File: src/design/sdtr_pkg.sv
// Shared types and constants for the stepper DDS trapezoid ramp generator.
// Holds item mode codes, register indexes and datapath widths; no dependencies.
package sdtr_pkg;

  localparam int PHASE_WIDTH = 32;   // phase accumulator width, 16..48
  localparam int POS_WIDTH   = 32;   // position and target width, 16..32

  localparam int DATA_WIDTH  = 32;   // registers, speed and port fields
  localparam int CFG_IDX_W   = 2;

  // phase + speed, with room for the carry out of the accumulator
  localparam int SUM_W = ((PHASE_WIDTH > DATA_WIDTH) ? PHASE_WIDTH : DATA_WIDTH) + 1;
  // magnitude of goal - position
  localparam int REM_W = POS_WIDTH + 1;
  // width for the distance-versus-limit compare
  localparam int CMP_W = DATA_WIDTH + 1;

  typedef enum logic [1:0] {
    MODE_TICK = 2'd0,
    MODE_MOVE = 2'd1,
    MODE_STOP = 2'd2,
    MODE_ZERO = 2'd3
  } mode_t;

  typedef enum logic [CFG_IDX_W-1:0] {
    REG_RAMP_STEPS = 2'd0,
    REG_MIN_SPEED  = 2'd1,
    REG_MAX_SPEED  = 2'd2,
    REG_ACCEL      = 2'd3
  } reg_idx_t;

endpackage

File: src/design/stepper_dds_trapezoid_ramp.sv
// Stepper pulse generator top level: DDS phase accumulator with trapezoid ramp.
// Depends on sdtr_pkg for widths, mode codes and register indexes.

// Items are ticks or commands (move to target, stop, zero position). An item is
// latched into an input register, then adds and compares against the motion
// state produce the result register and the new state. out_valid rises as the
// item is loaded into the result register, which a stalled result holds off.
// One item is taken every cycle while the result side keeps up; the input
// register and the result register decouple the two channels, so one item can
// wait behind a stalled result. Configuration writes are always accepted
// (cfg_ready is always high) and should be issued while no item is in flight.
// Each item yields exactly one result: step and direction pin levels,
// position, current speed and an at-target flag.
module stepper_dds_trapezoid_ramp (
  input  logic                                clk,
  input  logic                                rst_n,

  input  logic                                in_valid,
  output logic                                in_ready,
  input  logic [1:0]                          in_mode,
  input  logic signed [31:0]                  in_target,

  output logic                                out_valid,
  input  logic                                out_ready,
  output logic                                out_step_level,
  output logic                                out_dir_level,
  output logic signed [31:0]                  out_position,
  output logic [31:0]                         out_speed_now,
  output logic                                out_at_target,

  input  logic                                cfg_valid,
  output logic                                cfg_ready,
  input  logic [sdtr_pkg::CFG_IDX_W-1:0]      cfg_index,
  input  logic [sdtr_pkg::DATA_WIDTH-1:0]     cfg_data
);

  localparam int PW  = sdtr_pkg::PHASE_WIDTH;
  localparam int QW  = sdtr_pkg::POS_WIDTH;
  localparam int DW  = sdtr_pkg::DATA_WIDTH;
  localparam int SW  = sdtr_pkg::SUM_W;
  localparam int RW  = sdtr_pkg::REM_W;
  localparam int CW  = sdtr_pkg::CMP_W;

  // configuration
  logic [DW-1:0] ramp_steps_r, min_speed_r, max_speed_r, accel_r;

  // input register
  logic                 s1_valid_r;
  sdtr_pkg::mode_t      s1_mode_r;
  logic signed [31:0]   s1_target_r;

  // motion state
  logic signed [QW-1:0] pos_r, pos_nxt;
  logic signed [QW-1:0] goal_r, goal_nxt;
  logic [DW-1:0]        count_r, count_nxt;
  logic [DW-1:0]        speed_r, speed_nxt;
  logic [PW-1:0]        phase_r, phase_nxt;
  logic                 step_r, step_nxt;
  logic                 dir_r, dir_nxt;

  // result register
  logic                 out_valid_r;
  logic                 o_step_r, o_dir_r, o_at_r;
  logic signed [31:0]   o_pos_r;
  logic [DW-1:0]        o_speed_r;

  logic advance;

  // tick datapath
  logic [SW-1:0]        phase_sum;
  logic                 carry;
  logic signed [RW-1:0] diff;
  logic [RW-1:0]        rem_old, rem_new;
  logic [DW-1:0]        count_tick;
  logic [DW-1:0]        limit;
  logic                 brake;
  logic                 above_floor;
  logic signed [QW-1:0] target_q;

  assign cfg_ready = 1'b1;
  assign advance   = s1_valid_r && (!out_valid_r || out_ready);
  assign in_ready  = !s1_valid_r || advance;

  assign target_q  = s1_target_r[QW-1:0];

  always_comb begin
    phase_sum   = SW'(phase_r) + SW'(speed_r);
    carry       = |phase_sum[SW-1:PW];
    diff        = RW'(goal_r) - RW'(pos_r);
    rem_old     = diff[RW-1] ? RW'(-diff) : RW'(diff);
    // a step always moves toward the goal, so the distance drops by one
    rem_new     = carry ? (rem_old - RW'(1)) : rem_old;
    count_tick  = carry ? (count_r + DW'(1)) : count_r;
    limit       = (count_tick < ramp_steps_r) ? count_tick : ramp_steps_r;
    brake       = CW'(rem_new) <= CW'(limit);
    above_floor = CW'(speed_r) > (CW'(min_speed_r) + CW'(accel_r));

    pos_nxt   = pos_r;
    goal_nxt  = goal_r;
    count_nxt = count_r;
    speed_nxt = speed_r;
    phase_nxt = phase_r;
    step_nxt  = step_r;
    dir_nxt   = dir_r;

    case (s1_mode_r)
      sdtr_pkg::MODE_TICK: begin
        step_nxt = 1'b0;
        if (pos_r == goal_r) begin
          speed_nxt = '0;
        end else begin
          phase_nxt = phase_sum[PW-1:0];
          count_nxt = count_tick;
          if (carry) begin
            step_nxt = 1'b1;
            pos_nxt  = (goal_r > pos_r) ? (pos_r + QW'(1)) : (pos_r - QW'(1));
          end
          if (brake) begin
            speed_nxt = above_floor ? (speed_r - accel_r) : min_speed_r;
          end else if (speed_r < max_speed_r) begin
            speed_nxt = speed_r + accel_r;
          end
        end
      end
      sdtr_pkg::MODE_MOVE: begin
        goal_nxt = target_q;
        // a move to the current position leaves direction and count alone
        if (target_q > pos_r) begin
          dir_nxt   = 1'b1;
          count_nxt = '0;
        end else if (target_q < pos_r) begin
          dir_nxt   = 1'b0;
          count_nxt = '0;
        end
      end
      sdtr_pkg::MODE_STOP: begin
        speed_nxt = '0;
        goal_nxt  = pos_r;
      end
      sdtr_pkg::MODE_ZERO: begin
        pos_nxt = '0;
      end
      default: begin
        pos_nxt = pos_r;
      end
    endcase
  end

  // configuration registers
  always_ff @(posedge clk) begin
    if (!rst_n) begin
      ramp_steps_r <= '0;
      min_speed_r  <= '0;
      max_speed_r  <= '0;
      accel_r      <= '0;
    end else if (cfg_valid && cfg_ready) begin
      case (sdtr_pkg::reg_idx_t'(cfg_index))
        sdtr_pkg::REG_RAMP_STEPS: ramp_steps_r <= cfg_data;
        sdtr_pkg::REG_MIN_SPEED:  min_speed_r  <= cfg_data;
        sdtr_pkg::REG_MAX_SPEED:  max_speed_r  <= cfg_data;
        sdtr_pkg::REG_ACCEL:      accel_r      <= cfg_data;
        default:                  accel_r      <= accel_r;
      endcase
    end
  end

  // input register
  always_ff @(posedge clk) begin
    if (!rst_n) begin
      s1_valid_r <= 1'b0;
    end else if (in_ready) begin
      s1_valid_r <= in_valid;
    end
  end

  always_ff @(posedge clk) begin
    if (in_valid && in_ready) begin
      s1_mode_r   <= sdtr_pkg::mode_t'(in_mode);
      s1_target_r <= in_target;
    end
  end

  // motion state, updated as each item passes to the result register
  always_ff @(posedge clk) begin
    if (!rst_n) begin
      pos_r   <= '0;
      goal_r  <= '0;
      count_r <= '0;
      speed_r <= '0;
      phase_r <= '0;
      step_r  <= 1'b0;
      dir_r   <= 1'b0;
    end else if (advance) begin
      pos_r   <= pos_nxt;
      goal_r  <= goal_nxt;
      count_r <= count_nxt;
      speed_r <= speed_nxt;
      phase_r <= phase_nxt;
      step_r  <= step_nxt;
      dir_r   <= dir_nxt;
    end
  end

  // result register
  always_ff @(posedge clk) begin
    if (!rst_n) begin
      out_valid_r <= 1'b0;
    end else if (advance) begin
      out_valid_r <= 1'b1;
    end else if (out_ready) begin
      out_valid_r <= 1'b0;
    end
  end

  always_ff @(posedge clk) begin
    if (advance) begin
      o_step_r  <= step_nxt;
      o_dir_r   <= dir_nxt;
      o_pos_r   <= 32'(pos_nxt);
      o_speed_r <= speed_nxt;
      o_at_r    <= (pos_nxt == goal_nxt);
    end
  end

  assign out_valid      = out_valid_r;
  assign out_step_level = o_step_r;
  assign out_dir_level  = o_dir_r;
  assign out_position   = o_pos_r;
  assign out_speed_now  = o_speed_r;
  assign out_at_target  = o_at_r;

`ifndef SYNTHESIS
  // a held item and a stalled result leave no room for another item
  assert property (@(posedge clk) disable iff (!rst_n)
    (s1_valid_r && out_valid_r && !out_ready) |-> !in_ready)
    else $error("item accepted with both stages full");

  // a tick taken at the target brings the motor to rest
  assert property (@(posedge clk) disable iff (!rst_n)
    (advance && s1_mode_r == sdtr_pkg::MODE_TICK && pos_r == goal_r)
      |=> (out_speed_now == '0 && out_at_target && !out_step_level))
    else $error("tick at target did not stop the motor");

  // commands never change the step pin
  assert property (@(posedge clk) disable iff (!rst_n)
    (advance && s1_mode_r != sdtr_pkg::MODE_TICK) |=> (step_r == $past(step_r)))
    else $error("command changed the step level");
`endif

endmodule

File: config.mk
export PLATFORM = sky130hd
export DESIGN_NAME = stepper_dds_trapezoid_ramp
export DESIGN_NICKNAME = d
export VERILOG_FILES = /design/src/design/sdtr_pkg.sv /design/src/design/stepper_dds_trapezoid_ramp.sv
export SDC_FILE = /design/constraint.sdc
export NUM_CORES = 2
export LEC_CHECK = 0
export ABC_AREA = 1
export ABC_CLOCK_PERIOD_IN_PS = 7700
export BUFFER_PORTS_ARGS = -buffer_cell sky130_fd_sc_hd__clkbuf_2
export CAP_MARGIN = 15
export CORE_MARGIN = 3
export CORE_UTILIZATION = 50
export CTS_BUF_LIST = sky130_fd_sc_hd__clkbuf_16
export DETAILED_ROUTE_END_ITERATION = 8
export GPL_TIMING_DRIVEN = 0
export MAX_ROUTING_LAYER = met4
export PLACE_DENSITY = 0.72
export SETUP_SLACK_MARGIN = 0.5
export SLEW_MARGIN = 20
export SYNTH_ARGS = -nofsm -noshare
export SYNTH_HDL_FRONTEND = slang
export SYNTH_SLANG_ARGS = --single-unit
File: constraint.sdc
create_clock -name clk -period 7.7 [get_ports clk]
set_clock_uncertainty 0.05 [all_clocks]
set_input_delay 2.31 -clock clk [delete_from_list [all_inputs] [get_ports clk]]
set_output_delay 2.31 -clock clk [all_outputs]
set_load 0.05 [all_outputs]
; ---- Yosys cells after proc, flatten, opt, wreduce, memory -nomap -nowiden
; Index checks and enable logic that the tools add are counted.
[totals]
input_bits = 73
elab_cells = 90
out_inout_bits = 70
regBits = 393
[classes]
n_eq_ne = 10
n_reduce_logical = 16
addsub = 10
bitwise = 1
magnitude_cmp = 7
muxes = 26
[ops]
columns = cell, count
row1 = 32-bit 2-to-1 mux, 12
row2 = 32-bit one-hot mux with 2 select lines, 4
row3 = 32-bit < comparator, 3
row4 = 32-bit by 32-bit adder with 33-bit output, 2
row5 = 33-bit 2-to-1 mux, 2
row6 = 32-bit equality test, 2
row7 = 32-bit greater-than comparator, 2
row8 = 32-bit by 33-bit greater-than comparator with 1-bit output, 1
row9 = 33-bit by 32-bit <= comparator with 1-bit output, 1
row10 = 33-bit negation, 1
row11 = 32-bit by 32-bit subtractor with 33-bit output, 1
row12 = 33-bit by 1-bit subtractor with 33-bit output (second input constant), 1
row13 = 32-bit by 1-bit adder with 32-bit output (second input constant), 1
row14 = 32-bit by 2-bit adder with 32-bit output (second input constant), 1
row15 = 32-bit adder, 1
row16 = 32-bit by 2-bit subtractor with 32-bit output (second input constant), 1
row17 = 32-bit subtractor, 1
row18 = 2-bit equality test (second input constant), 4
row19 = 1-bit 2-to-1 mux, 8
row20 = 2-bit AND reduction, 4
row21 = 2-bit by 1-bit equality test with 1-bit output (second input constant), 2
row22 = 2-bit zero test, 2
row23 = 4-bit AND reduction, 1
row24 = 2-bit nonzero test, 2
row25 = 7 further kinds, 10

; ---- Logic depth before layout (Yosys ltp)
[depth]
depth_word = 9
mapped_depth = 57
ltp_nobuf = 54

; ---- Least setup slack after synthesis
; Ideal clock, no wire load.
[synth_timing]
path_type = register to register
from = reg speed_r[1]
to = reg o_speed_r[20], in the netlist out_speed_now[20], data pin
period_less_slack_ps = 6749
setup_time_ps = 253
path_buffers = 3
path_slack_ps = 951
arrival_time_ps = 6446
stages_incl_launch_ff = 54
t_required_ps = 7397
path_cell_list = dfxtp_1 -> fa_1 -> inv_1 -> o21ai_1 -> nand2_1 -> nand2_1 -> nand2_1 -> nand2_2 -> nand3_1 -> nand2_1 -> buf_4 -> nand4_2 -> nor2_1 -> nand3_1 -> nor2_1 -> nand3_1 -> nor2_2 -> nand3_1 -> (+18 left out) -> o21ai_0 -> nand2_1 -> nand2_1 -> a21o_1 -> a21oi_1 -> o21ai_0 -> nand2_1 -> nand2_1 -> nand2_1 -> nand2_1 -> nand2_1 -> nand2_1 -> nand2_1 -> nand2_1 -> clkbuf_1 -> nand4_1 -> nand3_2 -> nand2_1
[synth_via]
elab_chain_len = 8
word_cells_on_any_way = 15
cone_classes = 3 x add/sub / 4 x order compare / 8 x mux
[synth_rtl]
columns = element, line
row1 = "start, declared", stepper_dds_trapezoid_ramp.sv:56  ; logic [DW-1:0] speed_r, speed_nxt;
row2 = "start signal, assigned", stepper_dds_trapezoid_ramp.sv:197  ; speed_r <= speed_nxt;
row3 = 32-bit by 32-bit adder with 33-bit output, stepper_dds_trapezoid_ramp.sv:87  ; phase_sum = SW'(phase_r) + SW'(speed_r);
row4 = 32-bit 2-to-1 mux, stepper_dds_trapezoid_ramp.sv:93  ; count_tick = carry ? (count_r + DW'(1)) : count_r;
row5 = 32-bit < comparator, stepper_dds_trapezoid_ramp.sv:94  ; limit = (count_tick < ramp_steps_r) ? count_tick : ramp_steps_r;
row6 = 32-bit 2-to-1 mux, stepper_dds_trapezoid_ramp.sv:94
row7 = 33-bit by 32-bit <= comparator with 1-bit output, stepper_dds_trapezoid_ramp.sv:95  ; brake = CW'(rem_new) <= CW'(limit);
row8 = 32-bit 2-to-1 mux (*), stepper_dds_trapezoid_ramp.sv:118  ; if (brake) begin
row9 = 32-bit 2-to-1 mux (*), stepper_dds_trapezoid_ramp.sv:109  ; if (pos_r == goal_r) begin
row10 = 32-bit one-hot mux with 2 select lines (*), stepper_dds_trapezoid_ramp.sv:106  ; case (s1_mode_r)
row11 = via speed_nxt[20], stepper_dds_trapezoid_ramp.sv:56
row12 = "end signal, assigned", stepper_dds_trapezoid_ramp.sv:220  ; o_speed_r <= speed_nxt;
row13 = "end, declared", stepper_dds_trapezoid_ramp.sv:65  ; logic [DW-1:0] o_speed_r;
; Mark *: on every way through the listed nets, which the timed path passes. The rest lies on a longest branch.
; A chain may end at the register's enable or synchronous reset.

; ---- Worst setup path in the final report
[layout_timing]
from = reg speed_r[9]
to = reg o_speed_r[16], in the netlist out_speed_now[16], data pin
; Same word-level chain as after synthesis.

==> metrics <==
fin worst setup slack=0.305 ns; grt total ovfl=0; hold slack=0.411 ns; cell count after synthesis=4945; clock latency on the worst-skew pair=0.62 ns; dpl hpwl=94100 um; Final Slew Violations=0; relative slew slack=0.235; Mapped Area=33300 sq um; Mean Syn Cell Area=6.73 sq um; CTS Buf Count=47; fmax=135 MHz; CTS Buffer Depth=3; GRT Util Overall=0.332; Reg-to-Reg Start=speed_r[9]$_SDFFE_PN0P_; Final period util=0.960; clock sinks=393; max_cap viols=0; Vias/cell=5.76; htree depth=2; placed inst area=35100 sq um; HP Class=reg2reg; Starting Density=0.511; core area=65200 sq um; RSZ-0062 raised after global routing=true; ys flop type=dfxtp_1; largest stage delay on the critical path=0.46 ns; routability cong.=0.981; status=finished, final reports clean; largest net degree at the start of global routing=35; Root Driver=clkbuf_16; clk slew on worst S/H paths=0.06 ns; Synth async-reset ratio=0; EDFF count, synth=101; DRT iter0 DRCs=3678; drt total wl=119000 um; Routed wire per std cell=19.6 um; Lkg Pwr=0.0184 uW; ratio of cells with drive above 1 in the final layout=0.119; Syn-to-layout area delta=16.3%; first-pass GRT wire length=177000 um; Setup crit end kind=register; commonest cells after routing, fill and taps aside=nand2_1 (1053), inv_1 (674), a21oi_1 (562); Synth Register Bits=393; vias in the first global route=31000; initial antenna violation count=5; placed cells=5943; Peak VDD IR=227 uV; die width=264 um; commonest non-fill, non-tap cell in the layout=nand2_1; CP required=8.00 ns; syn nets=5377; most frequent cell on the critical path=nand2_1; ant diodes=0; final instance area=38700 sq um; DRC=0; Critical path origin=speed_r[9]$_SDFFE_PN0P_; Crit Path Max Fanout=10; row count=93; Total Nets Final=5625; Slowest-stage cell, CP=o21ai_0; critical path type=reg2reg; count of final hold-check violations=0; PortBufs=140; hold wc startpoint=max_speed_r[28]$_SDFFE_PN0P_; register area share after synthesis=0.267; Routed Antenna Nets=0; CTS tree=done; full die area=69700 sq um; worst slew pin tran=1.15 ns; fin cells=6087; Unique masters post-synth=57; 1st-pass router iterations=6; Finish-stage setup viols=0; Post-CTS Hold Buffers=0; Startpoint Class=register; Vias=35000; yosys warns=0; fin crit period=7.40 ns; Design Power=9120 uW; post-place setup slack=-1.40 ns; chip height=264 um; PD cells=236 nW/um^2; Worst EP arrival=7.69 ns; IO Pins=143
-- Yosys cell counts, types with 4 or more instances --
cell,n,area share
a21oi_1,565,0.085
xnor2_1,59,0.016
nor3_1,54,0.0081
inv_1,674,0.076
nand3_2,17,0.0051
clkbuf_1,147,0.017
dfxtp_1,292,0.18
nand2_1,1123,0.13
nor2_1,257,0.029
ha_1,353,0.13
edfxtp_1,101,0.091
o21ai_0,454,0.068
nand3b_1,8,0.0018
o21a_1,9,0.0020
a211oi_1,9,0.0020
nor4_1,20,0.0038
nand2_2,13,0.0024
a31oi_1,20,0.0038
buf_2,14,0.0021
or2_2,13,0.0024
nand4_1,93,0.017
inv_2,29,0.0033
xor2_1,156,0.041
buf_6,6,0.0020
a21o_1,11,0.0025
fa_1,6,0.0036
clkinv_1,4,0.00045
o21ai_1,5,0.00075
a221oi_1,28,0.0074
nand3_1,284,0.043
nor2_2,11,0.0021
a21boi_0,8,0.0018
and2_1,7,0.0013
o211ai_1,24,0.0054
o221ai_1,9,0.0024
o21bai_1,17,0.0038
and3_1,6,0.0011
o31ai_1,7,0.0016
-- cells by family after synthesis --
kind of cell | count (synthesis) | share of synthesized area
other cells | 1 | 0.000113
simple gates | 1915 | 0.247
flops | 393 | 0.267
fa+ha+maj | 359 | 0.136
xor+xnor | 216 | 0.0571
buf+inv | 879 | 0.101
compound gates | 1182 | 0.191
-- path summary, 6_finish.rpt --
kind / slack, ns / to / cells after the start
min reg2reg: 0.41 / max_speed_r[28]$_SDFFE_PN0P_ / 2
max: 0.30 / out_speed_now[16]$_DFFE_PP_ / 49
min: 0.41 / max_speed_r[28]$_SDFFE_PN0P_ / 2
max reg2reg: 0.30 / out_speed_now[16]$_DFFE_PP_ / 49
-- what timing repair did --
| item | CTS | global route |
|---|---|---|
| buffers inserted | 10 | 40 |
| pin swaps | 16 | 80 |
| setup endpoints to repair | 64 | 64 |
| resized for setup | 113 | 241 |
| cloned | 3 | 3 |
-- per-layer routing --
metal	share of wire	routed length [um]	vias up	GRT usage
met2	0.43	50700	1631	0.491
met5	0	0	-	-
met3	0.10	12400	234	0.0474
met1	0.44	52400	16200	0.469
li1	-	-	17000	-
met4	0.033	3880	0	0.0993
-- where the power goes --
| part | internal (uW) | leakage, uW | switching [uW] |
|---|---|---|---|
| Combinational | 1460 | 0.0142 | 2890 |
| Clock | 1410 | 0.000822 | 988 |
| Sequential | 2260 | 0.00338 | 115 |
-- per-stage QoR --
step	util	setup TNS, ns
after floorplan	-	0
after global placement	0.538	-81.09
after detailed placement	0.539	-81.03
after CTS	0.573	0
after global routing	0.594	-4.08
final	0.594	0
-- layout make-up --
cell class / count / area [sq um]
Buffer: 172 / 813
Clock buffer: 48 / 1200
Clock inverter: 40 / 440
Fill cell: 6293 / 26500
Inverter: 707 / 2660
Multi-Input combinational cell: 3674 / 22300
Sequential cell: 393 / 8960
Tap cell: 855 / 1070
Timing Repair Buffer: 198 / 1230
-- state kept, by name, summed over array words and instances (netlist names), 2 cells and up --
signal and flops:
accel_r 32, count_r 32, goal_r 32, max_speed_r 32, min_speed_r 32, out_position 32, out_speed_now 32, phase_r 32
pos_r 32, ramp_steps_r 32, s1_mode_r 2, s1_target_r 32, speed_r 32
-- worst max-delay path: cells and delay by family, from the launching register on --
| family | cells | cell delay (ns) |
|---|---|---|
| DFF | 1 | 0.36 |
| buffers and inverters | 9 | 1.23 |
| xor gates and xnor gates | 1 | 0.15 |
| and+or+nand+nor | 28 | 2.98 |
| adders and majority gates | 3 | 0.94 |
| AOI/OAI and AO/OA | 8 | 1.42 |
(Power assumes the default switching activity.)
